$ cat src/hw/rtl/array_list_insert_delete_search_top_assert.svh
// Assertion macros used by the array list top level.
`ifndef ARRAY_LIST_INSERT_DELETE_SEARCH_TOP_ASSERT_SVH
`define ARRAY_LIST_INSERT_DELETE_SEARCH_TOP_ASSERT_SVH

`ifndef SYNTH
`define ALIST_ASSERT_NOW(lbl, ante, cons) \
  lbl: assert property (@(posedge clk) disable iff (!rst_n) (ante) |-> (cons)) \
    else $error("alist assertion failed");
`define ALIST_ASSERT_NEXT(lbl, ante, cons) \
  lbl: assert property (@(posedge clk) disable iff (!rst_n) (ante) |=> (cons)) \
    else $error("alist assertion failed");
`else
`define ALIST_ASSERT_NOW(lbl, ante, cons)
`define ALIST_ASSERT_NEXT(lbl, ante, cons)
`endif

`endif

$ cat src/hw/rtl/alist_pkg.sv
// Constants, codes and types of the array list block.
package alist_pkg;

  localparam int CAPACITY = 32;
  localparam int ADDR_W   = $clog2(CAPACITY);
  localparam int CNT_W    = $clog2(CAPACITY + 1);

  localparam int MODE_W   = 2;
  localparam int POS_W    = 6;
  localparam int VAL_W    = 32;
  localparam int STAT_W   = 2;
  localparam int FOUND_W  = 5;
  localparam int COUNT_W  = 6;
  localparam int CMP_W    = (CNT_W > POS_W) ? CNT_W : POS_W;

  localparam int IN_DATA_W  = 40;
  localparam int OUT_DATA_W = 16;

  localparam logic [MODE_W-1:0] MODE_INS  = 2'd0;
  localparam logic [MODE_W-1:0] MODE_DEL  = 2'd1;
  localparam logic [MODE_W-1:0] MODE_SRCH = 2'd2;

  localparam logic [STAT_W-1:0] STAT_OK       = 2'd0;
  localparam logic [STAT_W-1:0] STAT_FULL     = 2'd1;
  localparam logic [STAT_W-1:0] STAT_BADPOS   = 2'd2;
  localparam logic [STAT_W-1:0] STAT_NOTFOUND = 2'd3;

  typedef enum logic [3:0] {
    ST_IDLE,
    ST_INS,
    ST_INS_LAST,
    ST_INS_PUT,
    ST_DEL,
    ST_DEL_LAST,
    ST_SRCH,
    ST_SRCH_LAST,
    ST_FIN
  } state_t;

endpackage

$ cat src/hw/rtl/alist_ram.sv
// Generic simple dual-port RAM with registered read.
module alist_ram #(
  parameter int WIDTH = 32,
  parameter int DEPTH = 32
) (
  input  logic                     clk,
  input  logic                     we,
  input  logic [$clog2(DEPTH)-1:0] waddr,
  input  logic [WIDTH-1:0]         wdata,
  input  logic [$clog2(DEPTH)-1:0] raddr,
  output logic [WIDTH-1:0]         rdata
);

  logic [WIDTH-1:0] mem [DEPTH];
  logic [WIDTH-1:0] rdata_r;

  always_ff @(posedge clk) begin
    if (we) begin
      mem[waddr] <= wdata;
    end
    rdata_r <= mem[raddr];
  end

  assign rdata = rdata_r;

endmodule

$ cat src/hw/rtl/array_list_insert_delete_search_top.sv
// Array list top level: ordered list of signed words with insert, delete and search.
//
// Input channel in_*: one beat is one request. in_tuser carries the operation
// (0 insert, 1 delete, 2 search), in_tdata the position and the value.
// Result channel out_*: exactly one beat per request, in request order.
// out_tuser carries the status (0 ok, 1 full, 2 bad position, 3 not found),
// out_tdata the found position and the entry count after the operation.
//
// The list lives in one RAM with a registered read; a sequencer
// moves one entry per cycle through a read/write-back pipeline.
// Work per request: an insert shifts the entries from the position to the end
// up by one and then writes the value; an append writes it at once.
// A delete shifts the entries behind the position down by one; a delete of
// the last entry needs no shift. A search reads from position 0 up to the first
// match or the end of the list. Refused and unused requests go straight to the result.
// One request is in work at a time; the next is accepted as soon as the
// sequencer has handed its result to the output register.
// Reset clears the count and the handshake state; RAM contents need no reset.
// A stalled receiver holds the result in the output register; a further
// finished result waits in the sequencer until that register frees up.
module array_list_insert_delete_search_top
  import alist_pkg::*;
(
  input  logic                  clk,
  input  logic                  rst_n,
  input  logic                  in_tvalid,
  output logic                  in_tready,
  input  logic [IN_DATA_W-1:0]  in_tdata,   // position[5:0], value[37:6], zero pad
  input  logic [MODE_W-1:0]     in_tuser,   // mode[1:0]
  output logic                  out_tvalid,
  input  logic                  out_tready,
  output logic [OUT_DATA_W-1:0] out_tdata,  // found_position[4:0], entry_count[10:5], zero pad
  output logic [STAT_W-1:0]     out_tuser   // status[1:0]
);

  state_t              state_r, state_nxt;
  logic [CNT_W-1:0]    cnt_r, cnt_nxt;
  logic [MODE_W-1:0]   mode_r, mode_nxt;
  logic [ADDR_W-1:0]   pos_r, pos_nxt;
  logic [VAL_W-1:0]    val_r, val_nxt;
  logic [ADDR_W-1:0]   rd_r, rd_nxt;
  logic [ADDR_W-1:0]   prev_r, prev_nxt;
  logic                wpend_r, wpend_nxt;
  logic                cpend_r, cpend_nxt;
  logic [STAT_W-1:0]   status_r, status_nxt;
  logic [FOUND_W-1:0]  found_r, found_nxt;

  logic                out_valid_r, out_valid_nxt;
  logic [STAT_W-1:0]   out_status_r, out_status_nxt;
  logic [FOUND_W-1:0]  out_found_r, out_found_nxt;
  logic [COUNT_W-1:0]  out_count_r, out_count_nxt;

  logic                ram_we;
  logic [ADDR_W-1:0]   ram_waddr;
  logic [VAL_W-1:0]    ram_wdata;
  logic [VAL_W-1:0]    ram_rdata;

  logic [POS_W-1:0]    in_pos;
  logic [VAL_W-1:0]    in_val;
  logic [CMP_W-1:0]    pos_cmp, cnt_cmp;
  logic [ADDR_W-1:0]   last_addr;
  logic                hit;
  logic                accept;
  logic                out_free;

  assign in_pos    = in_tdata[POS_W-1:0];
  assign in_val    = in_tdata[POS_W +: VAL_W];
  assign pos_cmp   = CMP_W'(in_pos);
  assign cnt_cmp   = CMP_W'(cnt_r);
  assign last_addr = ADDR_W'(cnt_r - CNT_W'(1));
  assign hit       = cpend_r && (ram_rdata == val_r);
  assign in_tready = (state_r == ST_IDLE);
  assign accept    = in_tvalid && in_tready;
  assign out_free  = !out_valid_r || out_tready;

  alist_ram #(
    .WIDTH (VAL_W),
    .DEPTH (CAPACITY)
  ) u_ram (
    .clk   (clk),
    .we    (ram_we),
    .waddr (ram_waddr),
    .wdata (ram_wdata),
    .raddr (rd_r),
    .rdata (ram_rdata)
  );

  always_comb begin
    if (state_r == ST_INS_PUT) begin
      ram_we    = 1'b1;
      ram_waddr = pos_r;
      ram_wdata = val_r;
    end else begin
      ram_we    = wpend_r;
      ram_waddr = (mode_r == MODE_INS) ? prev_r + ADDR_W'(1) : prev_r - ADDR_W'(1);
      ram_wdata = ram_rdata;
    end
  end

  always_comb begin
    state_nxt      = state_r;
    cnt_nxt        = cnt_r;
    mode_nxt       = mode_r;
    pos_nxt        = pos_r;
    val_nxt        = val_r;
    rd_nxt         = rd_r;
    prev_nxt       = rd_r;
    wpend_nxt      = 1'b0;
    cpend_nxt      = 1'b0;
    status_nxt     = status_r;
    found_nxt      = found_r;
    out_valid_nxt  = out_valid_r && !out_tready;
    out_status_nxt = out_status_r;
    out_found_nxt  = out_found_r;
    out_count_nxt  = out_count_r;

    case (state_r)
      ST_IDLE: begin
        if (accept) begin
          mode_nxt   = in_tuser;
          pos_nxt    = ADDR_W'(in_pos);
          val_nxt    = in_val;
          status_nxt = STAT_OK;
          found_nxt  = '0;
          state_nxt  = ST_FIN;
          case (in_tuser)
            MODE_INS: begin
              if (cnt_r == CNT_W'(CAPACITY)) begin
                status_nxt = STAT_FULL;
              end else if (pos_cmp > cnt_cmp) begin
                status_nxt = STAT_BADPOS;
              end else if (pos_cmp == cnt_cmp) begin
                state_nxt = ST_INS_PUT;
              end else begin
                rd_nxt    = last_addr;
                state_nxt = ST_INS;
              end
            end
            MODE_DEL: begin
              if (pos_cmp >= cnt_cmp) begin
                status_nxt = STAT_BADPOS;
              end else if (pos_cmp != cnt_cmp - CMP_W'(1)) begin
                rd_nxt    = ADDR_W'(in_pos) + ADDR_W'(1);
                state_nxt = ST_DEL;
              end
            end
            MODE_SRCH: begin
              status_nxt = STAT_NOTFOUND;
              if (cnt_r != '0) begin
                rd_nxt    = '0;
                state_nxt = ST_SRCH;
              end
            end
            default: begin
            end
          endcase
        end
      end
      ST_INS: begin
        wpend_nxt = 1'b1;
        if (rd_r == pos_r) begin
          state_nxt = ST_INS_LAST;
        end else begin
          rd_nxt = rd_r - ADDR_W'(1);
        end
      end
      ST_INS_LAST: begin
        state_nxt = ST_INS_PUT;
      end
      ST_INS_PUT: begin
        state_nxt = ST_FIN;
      end
      ST_DEL: begin
        wpend_nxt = 1'b1;
        if (rd_r == last_addr) begin
          state_nxt = ST_DEL_LAST;
        end else begin
          rd_nxt = rd_r + ADDR_W'(1);
        end
      end
      ST_DEL_LAST: begin
        state_nxt = ST_FIN;
      end
      ST_SRCH: begin
        if (hit) begin
          status_nxt = STAT_OK;
          found_nxt  = FOUND_W'(prev_r);
          state_nxt  = ST_FIN;
        end else begin
          cpend_nxt = 1'b1;
          if (rd_r == last_addr) begin
            state_nxt = ST_SRCH_LAST;
          end else begin
            rd_nxt = rd_r + ADDR_W'(1);
          end
        end
      end
      ST_SRCH_LAST: begin
        if (hit) begin
          status_nxt = STAT_OK;
          found_nxt  = FOUND_W'(prev_r);
        end
        state_nxt = ST_FIN;
      end
      ST_FIN: begin
        if (out_free) begin
          if (status_r == STAT_OK && mode_r == MODE_INS) begin
            cnt_nxt = cnt_r + CNT_W'(1);
          end else if (status_r == STAT_OK && mode_r == MODE_DEL) begin
            cnt_nxt = cnt_r - CNT_W'(1);
          end
          out_valid_nxt  = 1'b1;
          out_status_nxt = status_r;
          out_found_nxt  = found_r;
          out_count_nxt  = COUNT_W'(cnt_nxt);
          state_nxt      = ST_IDLE;
        end
      end
      default: begin
        state_nxt = ST_IDLE;
      end
    endcase
  end

  always_ff @(posedge clk) begin
    if (!rst_n) begin
      state_r     <= ST_IDLE;
      cnt_r       <= '0;
      wpend_r     <= 1'b0;
      cpend_r     <= 1'b0;
      out_valid_r <= 1'b0;
    end else begin
      state_r     <= state_nxt;
      cnt_r       <= cnt_nxt;
      wpend_r     <= wpend_nxt;
      cpend_r     <= cpend_nxt;
      out_valid_r <= out_valid_nxt;
    end
  end

  always_ff @(posedge clk) begin
    mode_r       <= mode_nxt;
    pos_r        <= pos_nxt;
    val_r        <= val_nxt;
    rd_r         <= rd_nxt;
    prev_r       <= prev_nxt;
    status_r     <= status_nxt;
    found_r      <= found_nxt;
    out_status_r <= out_status_nxt;
    out_found_r  <= out_found_nxt;
    out_count_r  <= out_count_nxt;
  end

  assign out_tvalid = out_valid_r;
  assign out_tuser  = out_status_r;
  assign out_tdata  = {{(OUT_DATA_W - FOUND_W - COUNT_W){1'b0}}, out_count_r, out_found_r};

`include "array_list_insert_delete_search_top_assert.svh"

  `ALIST_ASSERT_NEXT(a_cnt_only_in_fin, state_r != ST_FIN, cnt_r == $past(cnt_r))
  `ALIST_ASSERT_NOW(a_no_write_idle, state_r == ST_IDLE, !ram_we)
  `ALIST_ASSERT_NOW(a_cnt_in_range, 1'b1, cnt_r <= CNT_W'(CAPACITY))
  `ALIST_ASSERT_NOW(a_found_below_cnt,
                    state_r == ST_FIN && mode_r == MODE_SRCH && status_r == STAT_OK,
                    CMP_W'(found_r) < cnt_cmp)

endmodule
$ cat config.mk
export PLATFORM = sky130hd
export DESIGN_NAME = array_list_insert_delete_search_top
export DESIGN_NICKNAME = d
export VERILOG_FILES = /design/src/hw/rtl/alist_pkg.sv /design/src/hw/rtl/alist_ram.sv /design/src/hw/rtl/array_list_insert_delete_search_top.sv
export VERILOG_INCLUDE_DIRS = /design/src /design/src/hw/rtl
export SDC_FILE = /design/constraint.sdc
export NUM_CORES = 1
export LEC_CHECK = 0
export BUFFER_PORTS_ARGS = -buffer_cell sky130_fd_sc_hd__buf_2
export CAP_MARGIN = 20
export CORE_UTILIZATION = 60
export CTS_CLUSTER_SIZE = 30
export DETAILED_ROUTE_END_ITERATION = 6
export PLACE_DENSITY = 0.79
export SETUP_SLACK_MARGIN = 0.05
export SLEW_MARGIN = 20
export SYNTH_ARGS = -nofsm -noshare
export SYNTH_HDL_FRONTEND = slang
export SYNTH_SLANG_ARGS = --single-unit
export TNS_END_PERCENT = 5
$ cat constraint.sdc
create_clock -name clk -period 4.85 [get_ports clk]
set_input_delay 0.97 -clock clk [delete_from_list [all_inputs] [get_ports clk]]
set_output_delay 0.97 -clock clk [all_outputs]
set_load 0.01 [all_outputs]
==> flow_metrics.py, run 1 <==
metrics = {
    "min_path": {
        "hp-start": "found_r[3]",
        "hp-class": "reg -> reg",
        "min_path_cells": 0,
        "min_to": "out_found_r[3]",
    },
    "run": {
        "drv_cap": 0,
    },
    "critical_path": {
        "rr_endpoint": "u_ram.mem[28][6]",
        "rrSetupSlack_ns": 0.97,
        "cp.required_ns": 5.22,
        "critical_path.max_stage_delay_ns": 0.60,
        "cp_cell_sequence": "nor2_1, buf_4, inv_1, ha_1, nor2b_1, o21a_1, nor2_1, xnor2_1, mux2i_1, or3_1, nor2_4, buf_4",
        "critPathArrivalTime_ns": 4.25,
        "path_class": "reg -> reg",
        "cp_num_buf_inv": 3,
        "crit_fanout": 17,
        "regToRegStartpoint": "mode_r[0]",
        "cp-start-kind": "flop",
        "cpLargestDelayFamily": "simple AND/OR/NAND/NOR gates",
        "endpoint_kind": "flop",
        "r2r_cells": 12,
        "slowest_stage": "or3_1",
    },
    "floorplanning": {
        "die_x_um": 274,
        "die_area_um2": 75100,
        "core_area_um2": 73100,
        "io_pins": 66,
        "core.rowCount": 99,
        "die_h_um": 274,
        "initial_core_util_pct": 60.8,
    },
    "cts": {
        "cts_setup_buffers": 0,
        "clock_latency_ns": 0.68,
        "cts.sinks": 1138,
        "ctsResizeCount": 0,
        "clockBufferDepth": 3,
        "root_buffer": "clkbuf_16",
        "clk_pin_slew_ns": 0.07,
        "cts_buffers": 105,
        "cts_tree": "yes",
        "cts_hold_buf": 0,
        "cts_max_level": 3,
    },
    "placement": {
        "place.gp.congestion": 0.872,
        "io_buffers": 58,
        "dp_slack_ns": 0.997,
        "hpwl_um": 54000,
    },
    "sta": {
        "hold_viol": 0,
        "tightest_slew_ns": 1.17,
        "finalSetupTns_ns": 0,
        "grt_setup_unrepaired": "no",
        "max_clock_freq_mhz": 258,
        "final.min_clock_period_ns": 3.88,
        "finClkSkew_ns": 0.0310,
        "fin_ws_ns": 0.970,
        "max-slew-margin-rel_pct": 22.3,
        "finalCritPeriodShare_pct": 80.0,
        "slew_violations": 0,
        "setup_viol": 0,
    },
    "power_and_ir_drop": {
        "power_density_nw_per_um2": 514,
        "vdd_ir_drop_max_mv": 0.483,
        "leakagePower_nw": 15.9,
    },
    "synthesis": {
        "netlist_instances": 2045,
        "synth_compound_area_share_pct": 0.919,
        "synth_top_family_by_area": "multiplexers",
        "postSynthAreaPerCell_um2": 21.7,
        "synthFlopType": "edfxtp_1",
        "synth-seq-cells": 1138,
        "synthSimpleGateAreaFrac_pct": 2.71,
        "ys_types": 56,
        "async_reset_ff_share_pct": 0,
        "ys_warn_count": 0,
        "synth_fa_ha_area_share_pct": 0.626,
        "ys_seq_area_share_pct": 75.8,
        "synthMuxAreaShare_pct": 17.2,
        "synth_xor_area_share_pct": 1.38,
        "synth_area_um2": 44400,
        "synth_edf_count": 1088,
    },
    "drt": {
        "firstDrtPassIters": 7,
        "vias": 21900,
        "via_per_inst": 6.79,
        "post-route-drc-count": 19,
        "wl_per_cell_um": 32.6,
        "wl_um": 105000,
        "drt_iter0_drc": 2837,
        "postRouteAntennaNets": 0,
    },
    "finish": {
        "area.growth.synth_to_final_pct": 12.7,
        "num_antenna_cells": 0,
        "final_common_cell": "edfxtp_1",
        "drive_above_1_share_pct": 29.7,
        "register_area_um2": 33700,
        "multiInputGateArea_um2": 10400,
        "final_cell_mix": "edfxtp_1 (1,088), mux4_2 (320), nand2_1 (117)",
        "nNetsFinal": 2237,
        "fillCellCount": 4228,
    },
    "outcome": {
        "violations": "design-rule violations",
        "status": "finished with violations",
    },
    "global_routing": {
        "grt_remaining_overflow": 0,
        "grt_max_degree": 92,
        "grt_pass1_vias": 22200,
        "grtUsageTotal_pct": 28.6,
        "grt_pass1_wl_um": 151000,
        "antenna_found_initial": 0,
    },
}
## area by class of cell
type                    count  area share, %
clock buffers             135           5.66
repair buffers            118           2.26
multi-input cells         786           20.8
inverters                  21          0.158
clock inverters            65           1.42
flip-flops and latches   1138           67.3
well taps                 959           2.40
## metrics by stage
step           cell area (um^2)  hold slack, ns  cells  util [%]  power, mW
2_1_floorplan             44400           0.343   2049         -       15.9
3_3_place_gp              46500           0.411   3022      63.6       17.2
3_5_place_dp              46500           0.407   3022      63.6       17.4
4_1_cts                   50000           0.430   3222      68.5       25.8
5_1_grt                   50000           0.435   3222      68.5       26.4
6_report                  50000           0.431   3222      68.5       25.7
## cell usage after synthesis (19+ instances only)
master / instances / area, um^2
edfxtp_1: 1088 / 32700
buf_4: 24 / 180
xor2_1: 43 / 377
dfxtp_1: 50 / 1000
ha_1: 19 / 238
mux2_2: 32 / 360
xnor2_1: 27 / 236
nand2_1: 118 / 443
inv_1: 21 / 78.8
mux4_2: 320 / 7210
a21oi_1: 21 / 105
nor2_1: 69 / 259
clkbuf_1: 54 / 203
## sequential cells by signal (all words and copies together) (netlist names)
register	cells
u_ram.mem	1024
u_ram.rdata	32
val_r	32
cnt_cmp	6
out_count_r	6
found_r	5
out_found_r	5
pos_r	5
prev_nxt	5
prev_r	5
state_r	4
mode_r	2
out_tuser	2
status_r	2
cpend_r	1
out_tvalid	1
wpend_r	1
## worst reg2reg max path, cell delays in order (launching register included)
cell	delay (ns)
edfxtp_1	0.50
nor2_1	0.15
buf_4	0.17
inv_1	0.08
ha_1	0.31
nor2b_1	0.16
o21a_1	0.19
nor2_1	0.13
xnor2_1	0.14
mux2i_1	0.23
or3_1	0.60
nor2_4	0.60
buf_4	0.33
## routing by layer
| layer | GRT usage, % | part of all wire (%) |
|---|---|---|
| met5 | 0 | 0 |
| met4 | 11.1 | 4.1 |
| met3 | 5.74 | 10 |
| met2 | 46.3 | 49 |
| met1 | 38.9 | 36 |
## where the power goes
group	switching, mW	internal (mW)	total [mW]
Combinational	2.97	1.60	4.57
Sequential	0.257	12.5	12.8
Clock	3.64	4.76	8.40
Total	6.87	18.9	25.7
## kinds of logic (layout without fill, tap and decap cells)
logic type	count (synthesis)	after routing
compound gates	63	63
mux	358	358
other cells	1	5
buf+inv	125	339
xor+xnor	70	70
simple gates	269	269
fa+ha+maj	21	21
flops	1138	1138
## how the worst max path moves through the flow
stage | slack [ns] | end | startpoint | cells after the start
6_report | 0.97 | u_ram.mem[28][6] | mode_r[0] | 12
5_1_grt | 0.79 | u_ram.mem[28][14] | mode_r[0] | 12
4_1_cts | 1.0 | u_ram.mem[28][14] | mode_r[0] | 12
3_5_place_dp | 1.0 | prev_nxt[3] | in_tdata[0] | 10
3_3_place_gp | 1.01 | u_ram.mem[28][14] | mode_r[0] | 12
2_1_floorplan | 0.76 | u_ram.mem[28][0] | mode_r[0] | 11
(Power assumes the default switching activity.)
==> run 2, diff against run 1 <==
- ABC_AREA: default -> 1
- CORE_UTILIZATION: 60 -> 57
- clock period: 4.85 -> 3.4 ns (I/O delays scaled with it)
==> run 2 against run 1 <==
Critical endpoint is now u_ram.mem[11][31]; sequential share of layout area fell by 2.8 points; combinational power rose to 3.9 times the previous value; register-to-register slack got worse by 0.85 ns; wire length rose by 16%; the run now ends clean.
==> flow_metrics.py, run 2 <==
metrics = {
    "floorplanning": {
        "die_area_um2": 81200,
        "core_area_um2": 79100,
        "io_pins": 66,
        "initial_core_util_pct": 57.7,
        "die_h_um": 285,
        "core.rowCount": 103,
        "die_x_um": 285,
    },
    "cts": {
        "cts.sinks": 1138,
        "root_buffer": "clkbuf_16",
        "cts_max_level": 3,
        "cts_hold_buf": 0,
        "clockBufferDepth": 3,
        "clock_latency_ns": 0.71,
        "cts_tree": "yes",
        "clk_pin_slew_ns": 0.06,
        "cts_buffers": 108,
        "cts_setup_buffers": 0,
    },
    "critical_path": {
        "rrSetupSlack_ns": 0.12,
        "slowest_stage": "edfxtp_1",
        "critPathArrivalTime_ns": 3.63,
        "cp_num_buf_inv": 4,
        "endpoint_kind": "flop",
        "cp.required_ns": 3.75,
        "crit_fanout": 26,
        "path_class": "reg -> reg",
        "cp_cell_sequence": "nor2_1, inv_1, buf_4, ha_1, a21oi_1, xor2_1, nand2_1, o21ai_2, inv_1, nor2_1, nand2_1, nor2_4, buf_12",
        "r2r_cells": 13,
        "rr_endpoint": "u_ram.mem[11][31]",
        "cp-start-kind": "flop",
        "regToRegStartpoint": "mode_r[1]",
        "critical_path.max_stage_delay_ns": 0.45,
        "cpLargestDelayFamily": "simple AND/OR/NAND/NOR gates",
    },
    "sta": {
        "slew_violations": 0,
        "whs_ns": 0.150,
        "max-slew-margin-rel_pct": 33.4,
        "finalCritPeriodShare_pct": 96.4,
        "tightest_slew_ns": 0.999,
        "setup_viol": 0,
        "grt_setup_unrepaired": "yes",
        "hold_viol": 0,
        "finClkSkew_ns": 0.0357,
        "max_clock_freq_mhz": 305,
        "finalSetupTns_ns": 0,
        "final.min_clock_period_ns": 3.28,
    },
    "global_routing": {
        "grt_pass1_vias": 29500,
        "grt_max_degree": 164,
        "grt_pass1_wl_um": 180000,
        "grt_remaining_overflow": 0,
        "grtUsageTotal_pct": 29.7,
        "antenna_found_initial": 3,
    },
    "drt": {
        "firstDrtPassIters": 6,
        "via_per_inst": 6.48,
        "wl_per_cell_um": 25.5,
        "postRouteAntennaNets": 0,
        "vias": 30900,
        "wl_um": 122000,
        "post-route-drc-count": 0,
        "drt_iter0_drc": 4908,
    },
    "power_and_ir_drop": {
        "leakagePower_nw": 17.2,
        "pwr-share-seq_pct": 38.9,
        "vdd_ir_drop_max_mv": 0.756,
        "swShare_pct": 38.7,
        "p_int_mw": 30.0,
        "combPwrFrac_pct": 36.4,
        "power_density_nw_per_um2": 938,
        "p_clk_share_pct": 24.6,
        "switchingPower_mw": 18.9,
    },
    "finish": {
        "finalNonFillerCells": 4775,
        "final_util_pct": 66.0,
        "final_cell_mix": "edfxtp_1 (1,088), nor2_1 (657), o21ai_0 (550)",
        "area.growth.synth_to_final_pct": 14.3,
        "num_antenna_cells": 0,
        "nNetsFinal": 3698,
        "fillCellCount": 5215,
        "top_register": "u_ram.mem",
        "final_common_cell": "edfxtp_1",
        "drive_above_1_share_pct": 12.3,
        "largest_reg_flops": 1024,
        "final_area_um2": 52200,
    },
    "min_path": {
        "hp-class": "in -> reg",
        "min_path_cells": 1,
        "hp-start": "in_tdata[20]",
        "min_to": "val_r[14]",
    },
    "synthesis": {
        "synth_area_um2": 45600,
        "async_reset_ff_share_pct": 0,
        "synth_top_area_share_pct": 71.6,
        "synth-seq-cells": 1138,
        "synth_common_cells": "edfxtp_1 (1,088), nor2_1 (691), o21ai_0 (575)",
        "synth_area_leaders": "edfxtp_1 (72%), o21ai_0 (6.3%), nor2_1 (5.7%), o221ai_1 (3.6%), dfxtp_1 (2.2%)",
        "netlist_instances": 3534,
        "synth_most_common_cell": "edfxtp_1",
        "ys_types": 47,
        "synth_top_cell_by_area": "edfxtp_1",
        "synthFlopType": "edfxtp_1",
        "ys_seq_area_share_pct": 73.8,
        "synth_edf_count": 1088,
        "postSynthAreaPerCell_um2": 12.9,
        "ys_warn_count": 0,
    },
    "placement": {
        "hpwl_um": 69800,
        "dp_cells": 4570,
        "io_buffers": 58,
        "placed_cell_area_um2": 48600,
        "place.gp.congestion": 0.926,
    },
    "outcome": {
        "status": "finished, final reports clean",
    },
    "run": {
        "drv_cap": 0,
    },
}
[run 2: changes by cell type after synthesis, sizes merged, moves of 74 or more]
cell	change
o21ai	+594
o221ai	+186
nand3	+82
nand2	+89
nor2	+625
inv	+101
o22ai	+74
mux4	-320
clkbuf	+92
[run 2: final cells by class]
class / count / area, um^2 / area share, %
repair buffers: 218 / 2360 / 4.53
well taps: 1050 / 1310 / 2.52
multi-input cells: 2043 / 10800 / 20.7
flip-flops and latches: 1138 / 33700 / 64.5
clock buffers: 149 / 2950 / 5.65
inverters: 122 / 484 / 0.928
clock inverters: 55 / 629 / 1.21
[run 2: power by group through the flow]
stage / combinational (mW) / clock (mW) / sequential, mW
2_1_floorplan: 10.6 / 0 / 19.1
5_1_grt: 19.1 / 12.6 / 19.1
3_3_place_gp: 16.6 / 0 / 19.3
6_report: 17.8 / 12.1 / 19.0
3_5_place_dp: 17.1 / 0 / 19.3
4_1_cts: 17.3 / 12.1 / 19.0
[run 2: worst max path at each step]
| stage | from | end | slack, ns | depth (start not counted) |
|---|---|---|---|---|
| after floorplan | mode_r[1] | u_ram.mem[12][0] | -0.24 | 13 |
| after global placement | mode_r[0] | u_ram.mem[20][14] | 0.29 | 14 |
| after detailed placement | mode_r[1] | u_ram.mem[20][14] | 0.27 | 14 |
| after CTS | mode_r[1] | u_ram.mem[20][14] | 0.20 | 14 |
| after global routing | mode_r[1] | u_ram.mem[11][31] | -0.006 | 13 |
| final | mode_r[1] | u_ram.mem[11][31] | 0.12 | 13 |
[run 2: routing by layer]
layer | GRT usage [%] | share of wire (%) | routed length, um
met2 | 46.6 | 47 | 56800
met5 | 0 | 0.015 | 18
met1 | 40.6 | 37 | 44600
met4 | 11.9 | 3.8 | 4620
met3 | 6.62 | 13 | 15800
[run 2: cells by family (layout without fill, tap and decap cells)]
family                     count (synthesis)  count (layout)  share of synthesized area [%]
AOI/OAI and AO/OA                        965             965                           12.8
xor gates and xnor gates                  22              22                          0.439
adders and majority gates                 21              21                          0.609
buffers and inverters                    357             544                           3.36
DFF                                     1138            1138                           73.8
other                                      1               5                        0.00822
and+or+nand+nor                         1030            1030                           9.01
[run 2: repair_timing]
action | 4_1_cts | 5_1_grt
hold endpoints to repair | 0 | 0
resized for setup | 0 | 5
endpoints found under the setup margin | 0 | 436
[run 2: through the flow]
stage	setup slack, ns	total power, mW
after floorplan	-0.240	29.7
after global placement	0.287	35.9
after detailed placement	0.271	36.4
after CTS	0.202	48.4
after global routing	-0.00581	50.8
final	0.121	48.9
